[src/sv/tapc_pkg.sv]
// Shared widths and datapath types for the triangle area prefix-sum core.
package tapc_pkg;

  localparam int POS_W  = 24;
  localparam int IDX_W  = 12;
  localparam int VTX_W  = 3 * POS_W;
  localparam int EDGE_W = POS_W + 1;
  localparam int MOP_W  = 27;
  localparam int PROD_W = 2 * MOP_W;
  localparam int K_W    = 51;
  localparam int KL_W   = 26;
  localparam int KH_W   = K_W - KL_W;
  localparam int ROOT_W = 51;
  localparam int SQ_W   = 2 * ROOT_W;
  localparam int AREA_W = 49;
  localparam int SUM_W  = 63;

  localparam int IX = 0;
  localparam int IY = 1;
  localparam int IZ = 2;

  typedef logic signed [POS_W-1:0]  pos_t;
  typedef logic signed [EDGE_W-1:0] edge_t;
  typedef logic signed [MOP_W-1:0]  mop_t;
  typedef logic signed [PROD_W-1:0] prod_t;
  typedef logic signed [K_W-1:0]    kval_t;
  typedef logic [SQ_W-1:0]          sq_t;
  typedef logic [ROOT_W-1:0]        root_t;
  typedef logic [VTX_W-1:0]         vtx_t;

endpackage

[src/sv/tapc_isqrt.sv]
// Bit-serial restoring integer square root, one root bit per cycle.
module tapc_isqrt (
  input  logic            clk,
  input  logic            rst_n,
  input  logic            start,
  input  tapc_pkg::sq_t   radicand,
  output logic            done,
  output tapc_pkg::root_t root
);

  localparam int RW = tapc_pkg::ROOT_W + 3;
  localparam int CW = $clog2(tapc_pkg::ROOT_W);

  logic            busy_r;
  logic            done_r;
  logic [CW-1:0]   cnt_r;
  tapc_pkg::sq_t   rad_r;
  logic [RW-1:0]   rem_r;
  tapc_pkg::root_t root_r;

  logic [RW-1:0]   cand;
  logic [RW-1:0]   trial;
  logic            ge;

  assign cand  = {rem_r[RW-3:0], rad_r[tapc_pkg::SQ_W-1 -: 2]};
  assign trial = RW'({root_r, 2'b01});
  assign ge    = (cand >= trial);

  always_ff @(posedge clk) begin
    if (!rst_n) begin
      busy_r <= 1'b0;
      done_r <= 1'b0;
    end else begin
      done_r <= 1'b0;
      if (start) begin
        busy_r <= 1'b1;
      end else if (busy_r && (cnt_r == CW'(tapc_pkg::ROOT_W - 1))) begin
        busy_r <= 1'b0;
        done_r <= 1'b1;
      end
    end
  end

  always_ff @(posedge clk) begin
    if (start) begin
      rad_r  <= radicand;
      rem_r  <= '0;
      root_r <= '0;
      cnt_r  <= '0;
    end else if (busy_r) begin
      rad_r  <= {rad_r[tapc_pkg::SQ_W-3:0], 2'b00};
      rem_r  <= ge ? (cand - trial) : cand;
      root_r <= {root_r[tapc_pkg::ROOT_W-2:0], ge};
      cnt_r  <= cnt_r + CW'(1);
    end
  end

  assign done = done_r;
  assign root = root_r;

endmodule

[config.mk]
export PLATFORM = sky130hd
export DESIGN_NAME = tapc_isqrt
export DESIGN_NICKNAME = d
export VERILOG_FILES = /design/src/sv/tapc_pkg.sv /design/src/sv/tapc_isqrt.sv
export SDC_FILE = /design/constraint.sdc
export NUM_CORES = 1
export LEC_CHECK = 0
export ABC_AREA = 1
export BUFFER_PORTS_ARGS = -buffer_cell sky130_fd_sc_hd__buf_2
export CAP_MARGIN = 20
export CORE_ASPECT_RATIO = 1.1
export CORE_MARGIN = 2
export CORE_UTILIZATION = 60
export CTS_CLUSTER_SIZE = 40
export DETAILED_ROUTE_END_ITERATION = 16
export PLACE_DENSITY = 0.86
export SKIP_CTS_REPAIR_TIMING = 1
export SLEW_MARGIN = 20
export SYNTH_ARGS = -nofsm -noshare
export SYNTH_HDL_FRONTEND = slang
export SYNTH_SLANG_ARGS = --single-unit
[constraint.sdc]
create_clock -name clk -period 6.9 [get_ports clk]
set_clock_uncertainty 0.05 [all_clocks]
set_input_delay 2.07 -clock clk [delete_from_list [all_inputs] [get_ports clk]]
set_output_delay 2.07 -clock clk [all_outputs]
set_load 0.03 [all_outputs]
==> results.md <==
* Htree depth at 1
* Worst hold stages at 2
* Final instance area at 15000 sq um
* Width of the die at 146 microns
* CTS Sinks at between 200 and 250
* Final setup violation count at 0
* Clk pin slew, worst setup/hold paths at around 0.060 ns
* Row cnt at 57
* Share of post-route cells with drive strength above 1 at about a tenth
* Placed cell areas at roughly 14000 sq um
* Synth Warn # at 0
* Synthesized area per cell at about 6.6 sq um
* Startpoint types: register
* Crit-path cells: inv_1, ha_1, nand2_1, inv_1, nand2_1, nand2_1, a21oi_1, nand2_1, a21oi_4, buf_4, nand3_4, nand2_2, nand2_1, nand2_1, nand2_1
* Final net count at about 2300
* Top area cells in the synthesized netlist: nand2_1, edfxtp_1, dfxtp_1
* Hold path start: rem_r[50]
* Status: completed
* Max IR drop VDD at ~220 uV
* Dpl hpwl at approximately 27000 microns
* Worst Path Arrival at 4.29 ns
* Setup_tns at 0 ns
* Seq cells post-synth at between 200 and 250
* Via count at about 13000
* Layout area overhead at 13.1%
* Max clock buf depth at 3
* Crit path time final at between 3 and 4 ns
* Leak at between 8 and 9 nW
* Avg WL per Cell at 15.0 microns
* Tot Pwr at 6.56 mW
* Post-layout util at 68.6%
* Post-synthesis sequential area ratio at 39.8%
* Final hold vios at 0
* Filler cells at just under 2000
* Most used cell along the critical path: nand2_1
* CTS tree: yes
* Top-Level Pins at approximately 160
* Fmax at about 260 MHz
* Synthesized area at ~13000 sq um
* Largest net degree at the start of global routing at between 100 and 150
* Setup slack, reg-to-reg at about 3.0 ns
* Die span in y at 160 microns
* GPL Wtd Cong at between 1 and 1.5
* Initial antenna violation count at 0
* CP endpoint kind: register
* CP Max Fanout at 55
* R2R Path End: rem_r[39]
* DRC at 0
* Port bufs at ~160
* Initial drt markers at about 1000
* Total of max-cap violations at 0
* Routed WL at roughly 37000 microns
* Slew HR at 37.1%
* Worst path top cell family by delay: simple AND/OR/NAND/NOR gates
* HP Class: reg -> reg
* Final worst-path cycle share at 56.8%
* First-pass GRT wire length at 58900 microns
* Leading area contributor after synthesis: nand2_1
* Worst-Margin Slew at between 0.9 and 1 ns
* Number of global-route vias before repair at about 12000
* Overall Global Routing Usage at 31.0%
* Synth top area share at between 20% and 30%
* Power Dens Cells at 437 nW/um^2
* Mapped Cells at between 2000 and 2500
* Fin. max-slew vios at 0
* Worst skew pair latency at between 0.5 and 0.6 ns
* Syn_nets at 2169
* DR pass1 iterations at 6
* Slowest stage delay, CP at ~0.70 ns
* Post-route ant nets at 0
* Gr ovfl total at 0
* WP data required at between 7 and 8 ns
* Die ar. at between 20000 and 25000 sq um
* Antenna fix cells at 0
* WP buf/inv at 3
* RSZ-0062 raised after global routing: no
* Hold endpoint: rem_r[50]
* Slowest cell on crit path: nand3_4
* Cells on worst reg2reg path at 15
* Vias per inst at around 5.2
* Core area at approximately 22000 sq um
* Worst reg2reg path startpoint: root[30]
* CTS Buf Count at 22
* Root Driver: clkbuf_16
* Synth cell types at 38
* Starting Density at 60.6%
* Critical path class: reg -> reg
-- how the worst max path moves through the flow --
stage | start | end | slack (ns) | depth (start not counted)
after global routing | root[27] | rem_r[46] | 2.76 | 15
after CTS | start | rad_r[98] | 3.04 | 5
final | root[30] | rem_r[39] | 2.98 | 15
after global placement | start | rem_r[15] | 2.52 | 7
after detailed placement | start | rad_r[3] | 2.50 | 5
after floorplan | start | rad_r[0] | 0.87 | 4
-- through the flow --
step	worst slack [ns]	hold WS, ns	cells
2_1_floorplan	0.873	0.380	2009
3_3_place_gp	2.52	0.399	2406
3_5_place_dp	2.50	0.409	2406
4_1_cts	3.04	0.419	2446
5_1_grt	2.76	0.438	2447
6_report	2.98	0.423	2447
-- sequential cells by signal (all words and copies together) (netlist names) --
name / cells
rad_r: 102
rem_r: 52
root: 51
cnt_r: 6
busy_r: 1
done: 1
-- power breakdown --
group          internal (mW)  switching, mW  leakage, nW
Combinational           1.17           2.59         5.91
Sequential              1.48         0.0755         1.95
Clock                  0.758          0.492        0.369
-- tightest hold or removal path, cell delays in order (launching register included) --
cell     delay, ns
dfxtp_1       0.32
nand2_1       0.06
nand2_1       0.05
-- cell families (layout without fill, tap and decap cells) --
family / Yosys count / in the layout / share of synthesized area, %
DFF: 213 / 213 / 39.8
xor gates and xnor gates: 26 / 26 / 1.72
adders and majority gates: 55 / 55 / 5.19
AOI/OAI and AO/OA: 120 / 120 / 5.28
buffers and inverters: 403 / 546 / 11.7
and+or+nand+nor: 1192 / 1192 / 36.3
-- Yosys cell counts, drive strengths merged --
master,n
nor2,105
a21o,1
nand3b,2
a21boi,1
a21oi,37
nor3,15
xor2,12
o21ai,22
and2,1
nand2,911
edfxtp,102
xnor2,14
o21bai,8
inv,339
buf,19
clkbuf,44
ha,55
nand4,51
clkinv,1
a31oi,1
nand3,102
nor3b,1
and3,1
nor4,3
dfxtp,111
o22ai,50
-- routing by layer --
metal  GRT usage [%]  vias to the layer above  wire length [microns]
met1            41.0                     5746                  15500
li1                -                     6500                      -
met3            4.83                       69                   3020
met4            11.2                        0                   1180
met2            51.8                      492                  16900
met5               0                        -                      0
-- layout make-up --
cell class	instances	area [sq um]	area share [%]
clock buffers	34	648	4.32
clock inverters	6	108	0.717
inverters	340	1280	8.53
multi-input cells	1393	6440	42.9
flip-flops and latches	213	5290	35.2
well taps	295	369	2.46
repair buffers	166	878	5.85
-- cell usage in the layout (no fill, tap or decap), drive strengths merged --
cell type,Yosys,layout
a21boi,1,1
a21o,1,1
a21oi,37,37
a31oi,1,1
and2,1,1
and3,1,1
buf,19,166
bufinv,0,3
clkbuf,44,34
clkinv,1,4
dfxtp,111,111
edfxtp,102,102
ha,55,55
inv,339,339
nand2,911,911
nand3,102,102
nand3b,2,2
nand4,51,51
nor2,105,105
nor3,15,15
nor3b,1,1
nor4,3,3
o21ai,22,22
o21bai,8,8
o22ai,50,50
xnor2,14,14
xor2,12,12
No activity file was read; power rests on OpenSTA's default activity.
