`config.mk`:
```
export PLATFORM = sky130hd
export DESIGN_NAME = tapc_mul
export DESIGN_NICKNAME = d
export VERILOG_FILES = /design/src/sv/tapc_pkg.sv /design/src/sv/tapc_mul.sv
export SDC_FILE = /design/constraint.sdc
export NUM_CORES = 2
export LEC_CHECK = 0
export BUFFER_PORTS_ARGS = -buffer_cell sky130_fd_sc_hd__buf_4
export CORE_MARGIN = 1
export CORE_UTILIZATION = 60
export CTS_CLUSTER_SIZE = 25
export DETAILED_ROUTE_END_ITERATION = 16
export GPL_ROUTABILITY_DRIVEN = 0
export PLACE_DENSITY = 0.89
export SLEW_MARGIN = 10
export SYNTH_ARGS = -nofsm -noshare
export SYNTH_HDL_FRONTEND = slang
export SYNTH_SLANG_ARGS = --single-unit
```
`constraint.sdc`:
```
create_clock -name clk -period 7.2 [get_ports clk]
set_input_delay 0.72 -clock clk [delete_from_list [all_inputs] [get_ports clk]]
set_output_delay 0.72 -clock clk [all_outputs]
set_load 0.005 [all_outputs]
```
`src/sv/tapc_pkg.sv`:
```
// Shared widths and datapath types for the triangle area prefix-sum core.
package tapc_pkg;

  localparam int POS_W  = 24;
  localparam int IDX_W  = 12;
  localparam int VTX_W  = 3 * POS_W;
  localparam int EDGE_W = POS_W + 1;
  localparam int MOP_W  = 27;
  localparam int PROD_W = 2 * MOP_W;
  localparam int K_W    = 51;
  localparam int KL_W   = 26;
  localparam int KH_W   = K_W - KL_W;
  localparam int ROOT_W = 51;
  localparam int SQ_W   = 2 * ROOT_W;
  localparam int AREA_W = 49;
  localparam int SUM_W  = 63;

  localparam int IX = 0;
  localparam int IY = 1;
  localparam int IZ = 2;

  typedef logic signed [POS_W-1:0]  pos_t;
  typedef logic signed [EDGE_W-1:0] edge_t;
  typedef logic signed [MOP_W-1:0]  mop_t;
  typedef logic signed [PROD_W-1:0] prod_t;
  typedef logic signed [K_W-1:0]    kval_t;
  typedef logic [SQ_W-1:0]          sq_t;
  typedef logic [ROOT_W-1:0]        root_t;
  typedef logic [VTX_W-1:0]         vtx_t;

endpackage

```
`src/sv/tapc_mul.sv`:
```
// Shared signed multiplier with a registered product.
module tapc_mul (
  input  logic            clk,
  input  tapc_pkg::mop_t  op_a,
  input  tapc_pkg::mop_t  op_b,
  output tapc_pkg::prod_t prod
);

  tapc_pkg::prod_t prod_r;

  always_ff @(posedge clk) begin
    prod_r <= op_a * op_b;
  end

  assign prod = prod_r;

endmodule

```
==> insert_results.sql <==
INSERT INTO impl_metrics (metric_group, metric, value, unit) VALUES
('detailed_routing', 'vias', '21340', ''),
('floorplan', 'die_footprint', '46920', 'µm²'),
('synthesis', 'syn_inst', '2969', ''),
('synthesis', 'yosysUniqueCellTypes', '65', ''),
('worst_setup_path', 'endpoint_kind', 'flip-flop', ''),
('synthesis', 'count_of_flip_flops_with_a_built_in_enable_after_synthesis', '0', ''),
('worst_hold_path', 'min_path_cells', '3', ''),
('detailed_routing', 'post_drt_wl_per_cell', '20.46', 'µm'),
('synthesis', 'mappedNetlistNets', '3943', ''),
('detailed_routing', 'detailedRoute.firstIterationViolations', '1811', ''),
('worst_hold_path', 'worst_hold_start', 'op_b[0]', ''),
('sta', 'worst_slack', '0.02399', 'ns'),
('clock_tree', 'clock_tree.buffer_depth', '2', ''),
('detailed_routing', 'ant_nets', '0', ''),
('detailed_routing', 'route.detailed.vias_per_inst', '5.670', ''),
('clock_tree', 'cts_htree_levels', '2', ''),
('floorplan', 'placement_rows', '78', ''),
('synthesis', 'post_synth_top_area_share', '0.5513', ''),
('grt', 'grt_usage', '0.3404', ''),
('detailed_routing', 'drt_wl_total', '77.01', 'mm'),
('worst_setup_path', 'critical_path.slowest_cell', 'sky130_fd_sc_hd__fa_1', ''),
('sta', 'post_route_minimum_period', '7.176', 'ns'),
('synthesis', 'post_synth_instance_area', '27630', 'µm²'),
('layout', 'multiInputGateArea', '23100', 'µm²'),
('sta', 'maxClockFrequency', '139.4', 'MHz'),
('grt', 'first_global_vias', '24539', ''),
('worst_setup_path', 'crit_arrival', '7.40', 'ns'),
('sta', 'max_slew.worst_pin.slew', '0.5903', 'ns'),
('grt', 'initial_antenna_violation_count', '3', ''),
('synthesis', 'yosysMostFrequentCell', 'sky130_fd_sc_hd__inv_1', ''),
('synthesis', 'netlist_top_cells_count', 'sky130_fd_sc_hd__inv_1, sky130_fd_sc_hd__fa_1, sky130_fd_sc_hd__nand2_1', ''),
('floorplan', 'start_util', '0.6089', ''),
('status', 'result_of_the_run', 'finished, final reports clean', ''),
('synthesis', 'synthTopCellsByArea', 'sky130_fd_sc_hd__fa_1, sky130_fd_sc_hd__inv_1, sky130_fd_sc_hd__ha_1, sky130_fd_sc_hd__and2_1, sky130_fd_sc_hd__nand2_1', ''),
('layout', 'syn2layout_area_growth', '11.40', '%'),
('place', 'place.detailed.hpwl', '64.73', 'mm'),
('worst_setup_path', 'critPathLaunchType', 'primary input', ''),
('synthesis', 'synthDominantAreaCellType', 'sky130_fd_sc_hd__fa_1', ''),
('sta', 'report.final.hold_viol_count', '0', ''),
('sta', 'slew_violations', '0', ''),
('place', 'worst_setup_slack_post_dpl', '-0.3190', 'ns'),
('synthesis', 'yosys_most_used_dff', 'sky130_fd_sc_hd__dfxtp_1', ''),
('worst_setup_path', 'crit_type', 'primary input to flip-flop', ''),
('worst_setup_path', 'worst_path_required', '7.43', 'ns'),
('floorplan', 'placeableCoreArea', '45380', 'µm²'),
('worst_hold_path', 'holdPathEnd', 'prod[0]', ''),
('worst_setup_path', 'path_max_fanout', '10', ''),
('clock_tree', 'clk_transition_reported_paths', '0.10', 'ns'),
('synthesis', 'syn_avg_cell_area', '9.307', 'µm²'),
('grt', 'grt_start_max_net_pins', '28', ''),
('floorplan', 'floorplan.die.height', '216.6', 'µm'),
('synthesis', 'synth.yosys.warnings', '0', ''),
('grt', 'grt_first_pass_wirelength', '121.7', 'mm'),
('sta', 'final_min_period_over_clock_period', '0.9967', ''),
('clock_tree', 'cts.sinks', '54', ''),
('sta', 'slew_headroom', '0.6037', ''),
('detailed_routing', 'drc', '0', ''),
('grt', 'grt-ovfl-total', '0', ''),
('clock_tree', 'cts_tree', 'yes', ''),
('layout', 'largest_register_ffs', '54', ''),
('clock_tree', 'clockRootBuffer', 'sky130_fd_sc_hd__clkbuf_16', ''),
('clock_tree', 'cts_made_buffers', '5', ''),
('floorplan', 'ios', '109', ''),
('worst_setup_path', 'critPathMaxStageDelay', '0.55', 'ns'),
('layout', 'layout.filler_cells', '3053', ''),
('place', 'placement.io_buffers', '108', ''),
('clock_tree', 'holdBufCountCts', '0', ''),
('floorplan', 'dieWidth', '216.6', 'µm'),
('layout', 'final_nets', '4134', ''),
('synthesis', 'synth_async_sr_flop_share', '0', ''),
('synthesis', 'register_bit_total_from_synthesis', '54', ''),
('layout', 'layout.area.seq', '1081', 'µm²'),
('worst_hold_path', 'timing.hold.worst.class', 'primary input to flip-flop', ''),
('detailed_routing', 'detail_route.first_pass.iterations', '6', ''),
('sta', 'setup_viol_count_final', '0', ''),
('layout', 'drive_gt1_frac', '0.1329', ''),
('run', 'maxCapViolCount', '0', ''),
('synthesis', 'ys_seq_area_frac', '0.03912', '');
-- stage by stage --
stage / util / std cells / setup TNS (ns) / cell area (µm²) / hold WS [ns]
5_1_grt: 0.6782 / 3763 / -0.5002 / 30780 / 0.9501
6_report: 0.6783 / 3764 / 0 / 30780 / 0.9266
3_5_place_dp: 0.6681 / 3747 / -1.858 / 30320 / 1.103
3_3_place_gp: 0.6681 / 3747 / -0.2355 / 30320 / 1.101
2_1_floorplan: - / 2969 / 0 / 27670 / 0.9716
4_1_cts: 0.6716 / 3756 / 0 / 30480 / 0.9122
-- cell type report --
class	count	area share
multi-input cells	1947	0.7503
inverters	822	0.1005
repair buffers	330	0.08446
flip-flops and latches	54	0.03512
well taps	600	0.02439
clock buffers	5	0.004065
clock inverters	3	0.0009349
diodes	3	0.0002439
-- critical path, delay by kind of cell --
kind / cells / cell delay (ns)
buffers and inverters: 12 / 1.40
adders and majority gates: 8 / 3.42
AOI/OAI and AO/OA: 7 / 1.38
and+or+nand+nor: 3 / 0.46
-- logic make-up after synthesis --
group / share of synthesized area
xor gates and xnor gates: 0.01807
adders and majority gates: 0.6229
AOI/OAI and AO/OA: 0.04275
DFF: 0.03912
buffers and inverters: 0.1339
and+or+nand+nor: 0.1433
-- how the worst max path moves through the flow --
stage / startpoint / endpoint / slack, ns / cells after the start
floorplan: op_b[0] / prod[53] / 0.0006 / 23
global placement: op_b[15] / prod[53] / -0.12 / 25
detailed placement: op_b[15] / prod[53] / -0.32 / 25
CTS: op_b[9] / prod[47] / 0.003 / 29
global route: op_b[3] / prod[47] / -0.11 / 30
finish: op_b[3] / prod[47] / 0.02 / 30
-- what timing repair did --
action                                  CTS  global route
endpoints found under the setup margin    1            18
setup buffers                             1             5
gates resized for setup                   0            64
pin swaps                                 1            41
-- layout by cell type, fill, tap and decap left out, types with 9 or more instances in the layout --
master and count:
sky130_fd_sc_hd__o21bai_1 10, sky130_fd_sc_hd__ha_1 148, sky130_fd_sc_hd__nand2_1 418, sky130_fd_sc_hd__buf_4 317, sky130_fd_sc_hd__nand2b_1 10, sky130_fd_sc_hd__xor2_1 14, sky130_fd_sc_hd__nor2_1 40, sky130_fd_sc_hd__a21o_1 41
sky130_fd_sc_hd__nand3_1 9, sky130_fd_sc_hd__and2_1 293, sky130_fd_sc_hd__fa_1 747, sky130_fd_sc_hd__nand4_1 9, sky130_fd_sc_hd__dfxtp_1 54, sky130_fd_sc_hd__a21oi_1 35, sky130_fd_sc_hd__xnor2_1 43, sky130_fd_sc_hd__inv_1 814
sky130_fd_sc_hd__fa_2 14
-- metal layers --
layer	part of all wire	vias to the layer above	wire length, µm	track usage
met5	0	-	0	0
met3	0.080	490	6199	0.05895
met2	0.52	1337	40210	0.5996
met4	0.095	0	7296	0.2772
li1	-	8779	-	-
met1	0.30	10734	23310	0.3572
Power is left out: the tool's default activity adds up to more than one toggle a clock period on the data nets, which glitch-free logic cannot reach.
